--- src/cfpu_pkg.sv ---
package cfpu_pkg;

   // Frame size and index width (qubit fields are 6 bits wide)
   localparam int MAX_QUBITS = 64;
   localparam int QIDX_W     = 6;
   localparam int LIMIT_W    = 7;

   // Request modes
   localparam logic [3:0] MODE_CLEAR  = 4'd0;
   localparam logic [3:0] MODE_FACTOR = 4'd1;
   localparam logic [3:0] MODE_READ   = 4'd2;
   localparam logic [3:0] MODE_X      = 4'd3;
   localparam logic [3:0] MODE_Y      = 4'd4;
   localparam logic [3:0] MODE_Z      = 4'd5;
   localparam logic [3:0] MODE_H      = 4'd6;
   localparam logic [3:0] MODE_S      = 4'd7;
   localparam logic [3:0] MODE_SDG    = 4'd8;
   localparam logic [3:0] MODE_CNOT   = 4'd9;
   localparam logic [3:0] MODE_CZ     = 4'd10;
   localparam logic [3:0] MODE_SWAP   = 4'd11;

   // Error codes
   localparam logic [1:0] ERR_OK    = 2'd0;
   localparam logic [1:0] ERR_RANGE = 2'd1;
   localparam logic [1:0] ERR_SAME  = 2'd2;

   // Pauli axes
   localparam logic [1:0] AXIS_I = 2'd0;
   localparam logic [1:0] AXIS_X = 2'd1;
   localparam logic [1:0] AXIS_Y = 2'd2;
   localparam logic [1:0] AXIS_Z = 2'd3;

   // Phase steps as powers of i
   localparam logic [1:0] PH_ONE   = 2'd0;
   localparam logic [1:0] PH_I     = 2'd1;
   localparam logic [1:0] PH_NEG   = 2'd2;
   localparam logic [1:0] PH_NEG_I = 2'd3;

   typedef struct packed {
      logic [3:0]        mode;
      logic [QIDX_W-1:0] first_qubit;
      logic [QIDX_W-1:0] second_qubit;
      logic [1:0]        factor_axis;
   } cfpu_req_type;

   typedef struct packed {
      logic [1:0] phase_power;
      logic [1:0] axis_first;
      logic [1:0] axis_second;
      logic [1:0] error_code;
   } cfpu_rsp_type;

   // Frame write command from the update logic
   typedef struct packed {
      logic              clear;
      logic              wr_first;
      logic [QIDX_W-1:0] first_addr;
      logic [1:0]        first_wdata;
      logic              wr_second;
      logic [QIDX_W-1:0] second_addr;
      logic [1:0]        second_wdata;
      logic              wr_phase;
      logic [1:0]        phase;
   } cfpu_wr_type;

   // Axis plus phase step
   typedef struct packed {
      logic [1:0] axis;
      logic [1:0] ph;
   } cfpu_term_type;

   typedef struct packed {
      logic [1:0] axis_first;
      logic [1:0] axis_second;
      logic [1:0] ph;
   } cfpu_pair_type;

   // Right-multiply axis a by b
   function automatic cfpu_term_type mul_axes(input logic [1:0] a, input logic [1:0] b);
      cfpu_term_type r;
      logic [1:0]    next_a;
      next_a = (a == AXIS_Z) ? AXIS_X : a + 2'd1;
      if (a == AXIS_I) begin
         r = '{axis: b, ph: PH_ONE};
      end else if (b == AXIS_I) begin
         r = '{axis: a, ph: PH_ONE};
      end else if (a == b) begin
         r = '{axis: AXIS_I, ph: PH_ONE};
      end else begin
         r.axis = a ^ b;
         r.ph   = (b == next_a) ? PH_I : PH_NEG_I;
      end
      return r;
   endfunction

   // Backward conjugation of one axis through a single-qubit gate
   function automatic cfpu_term_type one_gate(input logic [3:0] mode, input logic [1:0] a);
      cfpu_term_type r;
      r = '{axis: a, ph: PH_ONE};
      case (mode)
         MODE_X: begin
            if (a == AXIS_Y || a == AXIS_Z) r.ph = PH_NEG;
         end
         MODE_Y: begin
            if (a == AXIS_X || a == AXIS_Z) r.ph = PH_NEG;
         end
         MODE_Z: begin
            if (a == AXIS_X || a == AXIS_Y) r.ph = PH_NEG;
         end
         MODE_H: begin
            if (a == AXIS_X) r.axis = AXIS_Z;
            if (a == AXIS_Z) r.axis = AXIS_X;
            if (a == AXIS_Y) r.ph = PH_NEG;
         end
         MODE_S: begin
            if (a == AXIS_X) r = '{axis: AXIS_Y, ph: PH_NEG};
            if (a == AXIS_Y) r.axis = AXIS_X;
         end
         MODE_SDG: begin
            if (a == AXIS_X) r.axis = AXIS_Y;
            if (a == AXIS_Y) r = '{axis: AXIS_X, ph: PH_NEG};
         end
         default: r = '{axis: a, ph: PH_ONE};
      endcase
      return r;
   endfunction

   // Image of generator zx (0 X, 1 Z) on source qubit src: {first, second}
   function automatic logic [3:0] pair_gen(input logic [3:0] mode, input logic src,
                                           input logic zx);
      logic [3:0] r;
      r = {AXIS_I, AXIS_I};
      case (mode)
         MODE_CNOT: begin
            case ({src, zx})
               2'b00:   r = {AXIS_X, AXIS_X};
               2'b01:   r = {AXIS_Z, AXIS_I};
               2'b10:   r = {AXIS_I, AXIS_X};
               default: r = {AXIS_Z, AXIS_Z};
            endcase
         end
         MODE_CZ: begin
            case ({src, zx})
               2'b00:   r = {AXIS_X, AXIS_Z};
               2'b01:   r = {AXIS_Z, AXIS_I};
               2'b10:   r = {AXIS_Z, AXIS_X};
               default: r = {AXIS_I, AXIS_Z};
            endcase
         end
         MODE_SWAP: begin
            case ({src, zx})
               2'b00:   r = {AXIS_I, AXIS_X};
               2'b01:   r = {AXIS_I, AXIS_Z};
               2'b10:   r = {AXIS_X, AXIS_I};
               default: r = {AXIS_Z, AXIS_I};
            endcase
         end
         default: r = {AXIS_I, AXIS_I};
      endcase
      return r;
   endfunction

   // Backward conjugation of two axes through a two-qubit gate
   function automatic cfpu_pair_type pair_map(input logic [3:0] mode, input logic [1:0] a0,
                                              input logic [1:0] a1);
      cfpu_pair_type r;
      cfpu_term_type t;
      logic [1:0]    a;
      logic [3:0]    g;
      logic          want;
      r = '{axis_first: AXIS_I, axis_second: AXIS_I, ph: PH_ONE};
      // Y = i X Z; walk X then Z of each source qubit
      for (int s = 0; s < 2; s++) begin
         a = (s == 0) ? a0 : a1;
         if (a == AXIS_Y) r.ph = r.ph + PH_I;
         for (int k = 0; k < 2; k++) begin
            want = (k == 0) ? (a == AXIS_X || a == AXIS_Y) : (a == AXIS_Z || a == AXIS_Y);
            g    = pair_gen(mode, s[0], k[0]);
            if (want) begin
               t            = mul_axes(r.axis_first, g[3:2]);
               r.axis_first = t.axis;
               r.ph         = r.ph + t.ph;
               t             = mul_axes(r.axis_second, g[1:0]);
               r.axis_second = t.axis;
               r.ph          = r.ph + t.ph;
            end
         end
      end
      return r;
   endfunction

endpackage

--- src/cfpu_frame.sv ---
module cfpu_frame (
   input  logic                          clock,
   input  logic                          reset,
   input  cfpu_pkg::cfpu_wr_type         wr,
   input  logic [cfpu_pkg::QIDX_W-1:0]   rd_first_addr,
   input  logic [cfpu_pkg::QIDX_W-1:0]   rd_second_addr,
   output logic [1:0]                    rd_first_axis,
   output logic [1:0]                    rd_second_axis,
   output logic [1:0]                    phase
);
   import cfpu_pkg::*;

   logic [1:0]            axis_mem [MAX_QUBITS];
   logic [MAX_QUBITS-1:0] valid_ff;
   logic [MAX_QUBITS-1:0] valid_in;
   logic [1:0]            rd_first_ff;
   logic [1:0]            rd_second_ff;
   logic [1:0]            phase_ff;

   // Axis store; entries without a valid bit read as identity
   always_ff @(posedge clock) begin
      if (wr.wr_first) axis_mem[wr.first_addr] <= wr.first_wdata;
      if (wr.wr_second) axis_mem[wr.second_addr] <= wr.second_wdata;
   end

   // Mark written entries; clear drops the whole string to identity
   always_comb begin
      valid_in = valid_ff;
      if (wr.wr_first) valid_in[wr.first_addr] = 1'b1;
      if (wr.wr_second) valid_in[wr.second_addr] = 1'b1;
      if (wr.clear) valid_in = '0;
   end

   always_ff @(posedge clock) begin
      if (reset) begin
         valid_ff <= '0;
      end else begin
         valid_ff <= valid_in;
      end
   end

   // Register both reads, passing through a write at the same edge
   always_ff @(posedge clock) begin
      if (reset || wr.clear) begin
         rd_first_ff  <= AXIS_I;
         rd_second_ff <= AXIS_I;
      end else begin
         if (wr.wr_first && wr.first_addr == rd_first_addr) begin
            rd_first_ff <= wr.first_wdata;
         end else if (wr.wr_second && wr.second_addr == rd_first_addr) begin
            rd_first_ff <= wr.second_wdata;
         end else if (!valid_ff[rd_first_addr]) begin
            rd_first_ff <= AXIS_I;
         end else begin
            rd_first_ff <= axis_mem[rd_first_addr];
         end
         if (wr.wr_first && wr.first_addr == rd_second_addr) begin
            rd_second_ff <= wr.first_wdata;
         end else if (wr.wr_second && wr.second_addr == rd_second_addr) begin
            rd_second_ff <= wr.second_wdata;
         end else if (!valid_ff[rd_second_addr]) begin
            rd_second_ff <= AXIS_I;
         end else begin
            rd_second_ff <= axis_mem[rd_second_addr];
         end
      end
   end

   // Global phase power
   always_ff @(posedge clock) begin
      if (reset || wr.clear) begin
         phase_ff <= PH_ONE;
      end else if (wr.wr_phase) begin
         phase_ff <= wr.phase;
      end
   end

   assign rd_first_axis  = rd_first_ff;
   assign rd_second_axis = rd_second_ff;
   assign phase          = phase_ff;

endmodule

--- src/cfpu_update.sv ---
module cfpu_update (
   input  logic                          commit,
   input  cfpu_pkg::cfpu_req_type        req,
   input  logic [cfpu_pkg::LIMIT_W-1:0]  active_qubits,
   input  logic [1:0]                    old_first,
   input  logic [1:0]                    old_second,
   input  logic [1:0]                    old_phase,
   output cfpu_pkg::cfpu_wr_type         wr,
   output cfpu_pkg::cfpu_rsp_type        rsp
);
   import cfpu_pkg::*;

   logic [LIMIT_W-1:0] limit;
   logic               in_first;
   logic               in_second;
   logic               clear;
   logic               upd_first;
   logic               upd_second;
   logic [1:0]         new_first;
   logic [1:0]         new_second;
   logic [1:0]         dph;
   logic [1:0]         err;
   cfpu_term_type      term;
   cfpu_pair_type      pair;

   // Range check against min(active_qubits, MAX_QUBITS)
   assign limit     = (active_qubits > LIMIT_W'(MAX_QUBITS)) ? LIMIT_W'(MAX_QUBITS)
                                                             : active_qubits;
   assign in_first  = {1'b0, req.first_qubit} < limit;
   assign in_second = {1'b0, req.second_qubit} < limit;

   // Decode the request and form the new axes and phase step
   always_comb begin
      clear      = 1'b0;
      upd_first  = 1'b0;
      upd_second = 1'b0;
      new_first  = old_first;
      new_second = old_second;
      dph        = PH_ONE;
      err        = ERR_OK;
      term       = mul_axes(old_first, req.factor_axis);
      pair       = pair_map(req.mode, old_first, old_second);
      case (req.mode)
         MODE_CLEAR: begin
            clear = 1'b1;
         end
         MODE_FACTOR: begin
            if (!in_first) begin
               err = ERR_RANGE;
            end else begin
               upd_first = 1'b1;
               new_first = term.axis;
               dph       = term.ph;
            end
         end
         MODE_READ: begin
            if (!in_first) err = ERR_RANGE;
         end
         MODE_X, MODE_Y, MODE_Z, MODE_H, MODE_S, MODE_SDG: begin
            term = one_gate(req.mode, old_first);
            if (!in_first) begin
               err = ERR_RANGE;
            end else begin
               upd_first = 1'b1;
               new_first = term.axis;
               dph       = term.ph;
            end
         end
         MODE_CNOT, MODE_CZ, MODE_SWAP: begin
            if (!in_first || !in_second) begin
               err = ERR_RANGE;
            end else if (req.first_qubit == req.second_qubit) begin
               err = ERR_SAME;
            end else begin
               upd_first  = 1'b1;
               upd_second = 1'b1;
               new_first  = pair.axis_first;
               new_second = pair.axis_second;
               dph        = pair.ph;
            end
         end
         default: begin
            err = ERR_OK;
         end
      endcase
   end

   // Gate the frame writes with the pipeline advance
   always_comb begin
      wr.clear        = commit && clear;
      wr.wr_first     = commit && upd_first;
      wr.first_addr   = req.first_qubit;
      wr.first_wdata  = new_first;
      wr.wr_second    = commit && upd_second;
      wr.second_addr  = req.second_qubit;
      wr.second_wdata = new_second;
      wr.wr_phase     = commit && upd_first;
      wr.phase        = old_phase + dph;
   end

   // Result reflects the state after the step
   always_comb begin
      rsp.error_code  = err;
      rsp.phase_power = clear ? PH_ONE : (old_phase + dph);
      if (!in_first || clear) begin
         rsp.axis_first = AXIS_I;
      end else begin
         rsp.axis_first = upd_first ? new_first : old_first;
      end
      if (!in_second || clear) begin
         rsp.axis_second = AXIS_I;
      end else if (upd_second) begin
         rsp.axis_second = new_second;
      end else if (upd_first && req.second_qubit == req.first_qubit) begin
         rsp.axis_second = new_first;
      end else begin
         rsp.axis_second = old_second;
      end
   end

endmodule

--- src/clifford_pauli_frame_update.sv ---
// Pauli frame tracker: one Pauli string, updated by one request per cycle.
// A request's frame entries are read as it is taken into the input register;
// its response is registered once the response register has room.
// Throughput: one request per cycle while rsp_ready keeps the output moving.
// Reset: frame cleared to identity, phase zero, active_qubits 64, no response.
module clifford_pauli_frame_update (
   input  logic                          clock,
   input  logic                          reset,
   input  logic                          req_valid,
   output logic                          req_ready,
   input  cfpu_pkg::cfpu_req_type        req_data,
   output logic                          rsp_valid,
   input  logic                          rsp_ready,
   output cfpu_pkg::cfpu_rsp_type        rsp_data,
   input  logic                          csr_valid,
   output logic                          csr_ready,
   input  logic [cfpu_pkg::LIMIT_W-1:0]  csr_data
);
   import cfpu_pkg::*;

   cfpu_req_type       req_ff;
   cfpu_req_type       req_in;
   logic               req_valid_ff;
   logic               req_valid_in;
   cfpu_rsp_type       rsp_ff;
   cfpu_rsp_type       rsp_in;
   logic               rsp_valid_ff;
   logic               rsp_valid_in;
   logic [LIMIT_W-1:0] active_ff;
   logic [LIMIT_W-1:0] active_in;
   logic               advance;
   logic               take;
   logic [1:0]         old_first;
   logic [1:0]         old_second;
   logic [1:0]         old_phase;
   cfpu_wr_type        wr;
   cfpu_rsp_type       result;

   // Move the held request into the response register when it has room
   assign advance   = req_valid_ff && (!rsp_valid_ff || rsp_ready);
   assign req_ready = !req_valid_ff || advance;
   assign take      = req_valid && req_ready;
   assign csr_ready = 1'b1;

   assign req_in       = take ? req_data : req_ff;
   assign req_valid_in = take || (req_valid_ff && !advance);
   assign rsp_in       = advance ? result : rsp_ff;
   assign rsp_valid_in = advance || (rsp_valid_ff && !rsp_ready);
   assign active_in    = (csr_valid && csr_ready) ? csr_data : active_ff;

   // Control registers
   always_ff @(posedge clock) begin
      if (reset) begin
         req_valid_ff <= 1'b0;
         rsp_valid_ff <= 1'b0;
         active_ff    <= LIMIT_W'(MAX_QUBITS);
      end else begin
         req_valid_ff <= req_valid_in;
         rsp_valid_ff <= rsp_valid_in;
         active_ff    <= active_in;
      end
   end

   // Payload registers
   always_ff @(posedge clock) begin
      req_ff <= req_in;
      rsp_ff <= rsp_in;
   end

   // Read the frame at the request entering the input register
   cfpu_frame u_frame (
      .clock          (clock),
      .reset          (reset),
      .wr             (wr),
      .rd_first_addr  (req_in.first_qubit),
      .rd_second_addr (req_in.second_qubit),
      .rd_first_axis  (old_first),
      .rd_second_axis (old_second),
      .phase          (old_phase)
   );

   cfpu_update u_update (
      .commit        (advance),
      .req           (req_ff),
      .active_qubits (active_ff),
      .old_first     (old_first),
      .old_second    (old_second),
      .old_phase     (old_phase),
      .wr            (wr),
      .rsp           (result)
   );

   assign rsp_valid = rsp_valid_ff;
   assign rsp_data  = rsp_ff;

endmodule

--- config.mk ---
export PLATFORM = sky130hd
export DESIGN_NAME = clifford_pauli_frame_update
export DESIGN_NICKNAME = d
export VERILOG_FILES = /design/src/cfpu_pkg.sv /design/src/cfpu_frame.sv /design/src/cfpu_update.sv /design/src/clifford_pauli_frame_update.sv
export SDC_FILE = /design/constraint.sdc
export NUM_CORES = 1
export LEC_CHECK = 0
export ABC_AREA = 1
export BUFFER_PORTS_ARGS = -buffer_cell sky130_fd_sc_hd__buf_2
export CAP_MARGIN = 20
export CORE_AREA = 10 10 241 243
export CTS_CLUSTER_SIZE = 24
export DETAILED_ROUTE_END_ITERATION = 10
export DIE_AREA = 0 0 251 253
export PLACE_DENSITY = 0.46
export SETUP_SLACK_MARGIN = 0.15
export SLEW_MARGIN = 10
export SYNTH_ARGS = -nofsm -noshare
export SYNTH_HDL_FRONTEND = slang
export SYNTH_SLANG_ARGS = --single-unit
--- constraint.sdc ---
create_clock -name clock -period 5.75 [get_ports clock]
set_input_delay 0.2875 -clock clock [delete_from_list [all_inputs] [get_ports clock]]
set_output_delay 0.2875 -clock clock [all_outputs]
set_load 0.03 [all_outputs]
==> results.txt <==
- The run finished with clean final reports.
- The tightest hold path in the finished design has a slack of between 30 and 40 ps.
- Type of element launching the critical path: flip-flop
- Drt via density: 5.364
- Counting every instance in the synthesized netlist gives 2227.
- Origin of the worst setup path: u_frame.rd_first_axis[0]
- Most frequent standard cell in the layout excluding fill and tap cells: sky130_fd_sc_hd__nand2_1
* Min-Delay Path Class: in -> reg
- Reg clk slew, reported paths: 60 ps
* Endpoint arrival time on the critical path: 5420 ps
- For the finished layout, the period the worst path requires is 5124 ps.
- The number of global-route vias before repair came to between 15000 and 20000.
- In this run the tightest slew margin relative to its limit is 19.31%.
- Yosys mapped the design onto 51 distinct sky130hd cell types.
* Core Area: 53280 um2
- Total number of vias: 15818
* Number of primary I/O pins: 41
- Total grt overflow: 0
- Pre-Repair DR Iteration Count: 6
* Number of buffers inserted during clock tree synthesis: 30
- STA puts the critical path data required time at 6040 ps.
- Number of hold violations in the final report: 0
- Comb pwr share: 24.7%
- In this run, the clock network consumes 38.5% of the power.
- TritonCTS clock tree: built
- Final setup violation count: 0
* Clock skew after layout: 32.53 ps
- Lkg Pwr: ~0.0075 uW
* Overall die area: 63500 um2
- Max-cap violations in this run came to 0.
- After detailed routing, the average wire length per cell comes to 21.81 um.
- Gates resized during post-CTS repair numbered 0.
- Summing the areas of all xor and xnor instances in the mapped netlist gives 1.334% of the synthesized area.
* Crit end category: flip-flop
- The initial utilization of the core area, before any placement, comes to 29.58%.
* Power per Cell Area: 288.8 nW/um2
- Final core occ: 33.50%
- Global routing used around a fifth of the available tracks.
- The longest clock path from root to sink contains 3 buffers.
- After synthesis, the cell types taking the most area are sky130_fd_sc_hd__edfxtp_1 27%, sky130_fd_sc_hd__nand2_1 14%, sky130_fd_sc_hd__dfxtp_1 12%, sky130_fd_sc_hd__nand3_1 9.9%, sky130_fd_sc_hd__o211ai_1 6.0%.
- At the placement stage, the worst setup path has a slack of roughly 630 ps.
- Layout Nets: 2287
- Fraction of the mapped netlist area in compound gates: between 10% and 20%
- RSZ-0062 raised after global routing: false
- Post-placement cell count: 2874
* Final cell count without fillers: slightly below 3000
- Per report_power, the sequential group accounts for 36.8% of the total.
* Deepest level of the CTS H-tree: 1
- Post-Route Setup TNS: 0 ps
* Setup slack of the worst register-to-register path: 630 ps
- After the first detailed-routing iteration, the DRC count stood at 1647.
- Counting the fill cells in the layout gives 5618.
- Die H: 253 um
* Remaining design rule violation count: 0
- Once routing completed, OpenROAD measured the worst setup slack at between 600 and 700 ps.
- Area fraction of the dominant cell type after synthesis: 27.05%
- The startpoint identified for the worst register-to-register timing path is u_frame.rd_first_axis[0].
- Classification of the worst setup path: reg -> reg
- Share of cell area taken by muxes after synthesis: 0.06350%
- Multi-input logic area: 8217 um2
- Clock sinks: 233
- Syn Nets: 2286
- In this run the worst path has a maximum fanout of 8.
- Leading cell types in the layout, fill and taps excluded: 581 x sky130_fd_sc_hd__nand2_1, 312 x sky130_fd_sc_hd__nand3_1, 231 x sky130_fd_sc_hd__inv_1
- Clock latency on the worst-skew pair: 600 ps
* Sequential element share of the synthesized area: between 30% and 40%
- Derived from the worst setup path, the maximum achievable clock frequency is 195.2 MHz.
* Number of buffers inserted by port buffering: 39
- Post-route ant nets: 0
- CTS placed an instance of sky130_fd_sc_hd__clkbuf_16 at the clock tree root.
* Post-Syn Area per Cell: about 7 um2
- Switching share of power: roughly a third
- Hpwl dp: 42.10 mm
* Die outline width: 251 um
- Wire length of the first global-routing pass: 95.80 mm
- The endpoint identified for the worst register-to-register timing path is rsp_data[7].
- Synthesis warning total: 0
- Summing the areas of all fa, ha and maj instances in the mapped netlist gives 2.445% of the synthesized area.
- Cell internal power was estimated by the tool at 3378 uW.
* Simple-gate share of the synthesized area: 30.65%
* Ratio of cells with drive above 1 in the final layout: 9.503%
* Worst r2r path cells: 24
- Pins Over Slew Limit: 0
* Row Count: 85
- Worst Max-Slew Pin Slew: 1204 ps
* Pin count of the biggest net entering global routing: 98
- Summed instance area of the synthesized netlist: between 15000 and 20000 um2
- Antenna violations before repair: 0
- Routability-driven placement finished with a final weighted congestion of 0.9007.
* Detailed Route WL: 64.31 mm
- The area growth from synthesis to layout is 13.22%.
- Dominant combinational cell family by area after synthesis: simple AND/OR/NAND/NOR gates
- Highest ir drop seen on vdd: 0.0001961 V
- In the final layout, flip-flops and latches occupy between 6000 and 7000 um2.
- Switching power summed over all nets: 1775 uW
- Critical Path End: rsp_data[7]
- The synthesized design spends more area on one cell type than any other, namely sky130_fd_sc_hd__edfxtp_1.
- The synthesized design contains 233 register bits.
- The worst path uses 89.11% of the clock period.
==> routing by layer <==
layer	vias up	part of all wire (%)	GRT usage (%)
li1	7544	-	-
met2	671	45	31.14
met3	113	7.9	3.537
met5	-	0	0
met4	0	2.9	6.334
met1	7490	44	26.10
==> worst min-delay path by stage <==
| stage | cells after the start | start | to | slack [ps] |
|---|---|---|---|---|
| 2_1_floorplan | 0 | req_data[0] | req_ff[0] | 390 |
| 3_3_place_gp | 2 | u_frame.valid_ff[48] | u_frame.valid_ff[48] | 440 |
| 3_5_place_dp | 2 | u_frame.valid_ff[7] | u_frame.valid_ff[7] | 450 |
| 4_1_cts | 3 | csr_valid | active_ff[2] | 10 |
| 5_1_grt | 3 | csr_valid | active_ff[2] | 50 |
| 6_report | 3 | csr_valid | active_ff[1] | 30 |
==> stage by stage <==
step / cell area [um2] / power (uW)
finish: 17850 / 5153
global route: 17840 / 5354
CTS: 17830 / 5159
detailed placement: 16640 / 3165
global placement: 16640 / 3156
floorplan: 15760 / 2718
==> synth_stat cells (all sizes together) <==
library cell	count
nand3	317
xnor2	4
o2111ai	1
or2	7
mux2i	1
nand2	600
clkbuf	63
a2111oi	1
fa	3
buf	67
o21a	2
inv	248
a21oi	93
nor2	136
o211ai	126
a21boi	2
dfxtp	91
o21ai	216
o22ai	1
nand4	9
edfxtp	142
nand3b	1
nor3	34
a211oi	5
clkinv	2
o31ai	1
xor2	20
nor4	3
o32ai	1
a22oi	1
a31oi	2
conb	1
ha	26
==> timing repair <==
item | 4_1_cts | 5_1_grt
hold buffers | 16 | 0
hold endpoints to repair | 15 | 0
setup buffers | 0 | 0
==> kinds of logic (layout without fill, tap and decap cells) <==
family	after synthesis	after routing
DFF	233	233
buffers and inverters	380	405
other	1	2
and+or+nand+nor	1107	1107
AOI/OAI and AO/OA	452	452
adders and majority gates	29	29
muxes	1	1
xor gates and xnor gates	24	24
==> worst max-delay path: stages (launching register included) <==
cell and delay, ps:
sky130_fd_sc_hd__dfxtp_1 500, sky130_fd_sc_hd__inv_1 150, sky130_fd_sc_hd__ha_1 470, sky130_fd_sc_hd__inv_1 100, sky130_fd_sc_hd__nor2_1 140, sky130_fd_sc_hd__inv_1 90
sky130_fd_sc_hd__ha_1 180, sky130_fd_sc_hd__inv_1 80, sky130_fd_sc_hd__nand2_1 80, sky130_fd_sc_hd__fa_1 510, sky130_fd_sc_hd__nor2_1 50, sky130_fd_sc_hd__inv_1 80
sky130_fd_sc_hd__nor2_1 50, sky130_fd_sc_hd__inv_1 80, sky130_fd_sc_hd__nand2_1 80, sky130_fd_sc_hd__fa_1 460, sky130_fd_sc_hd__o21ai_0 380, sky130_fd_sc_hd__fa_1 470
sky130_fd_sc_hd__mux2i_1 160, sky130_fd_sc_hd__o21ai_0 130, sky130_fd_sc_hd__ha_1 210, sky130_fd_sc_hd__xor2_1 190, sky130_fd_sc_hd__inv_1 60, sky130_fd_sc_hd__nand2_1 80
sky130_fd_sc_hd__a21oi_1 70
==> state kept, by name, summed over array words and instances (netlist names) <==
name / flops
active_ff: 7
req_ff: 18
req_valid_ff: 1
rsp_data: 8
rsp_valid: 1
u_frame.axis_mem: 128
u_frame.phase: 2
u_frame.rd_first_axis: 2
u_frame.rd_second_axis: 2
u_frame.valid_ff: 64
==> power groups by stage <==
stage / clock network (uW) / registers [uW] / logic, uW
6_report: 1990 / 1900 / 1270
4_1_cts: 2020 / 1900 / 1250
3_3_place_gp: 0 / 1930 / 1230
3_5_place_dp: 0 / 1930 / 1230
5_1_grt: 2080 / 1900 / 1380
2_1_floorplan: 0 / 1910 / 811
==> layout make-up <==
type	instances	share of cell area (%)
Clock buffer	42	4.872
Multi-Input combinational cell	1614	46.04
Clock inverter	14	0.8833
Timing Repair Buffer	99	3.919
Tap cell	696	4.879
Antenna cell	1	0.01402
Inverter	250	5.293
Sequential cell	233	34.10
Note: power is estimated with default switching activity, not from simulation.
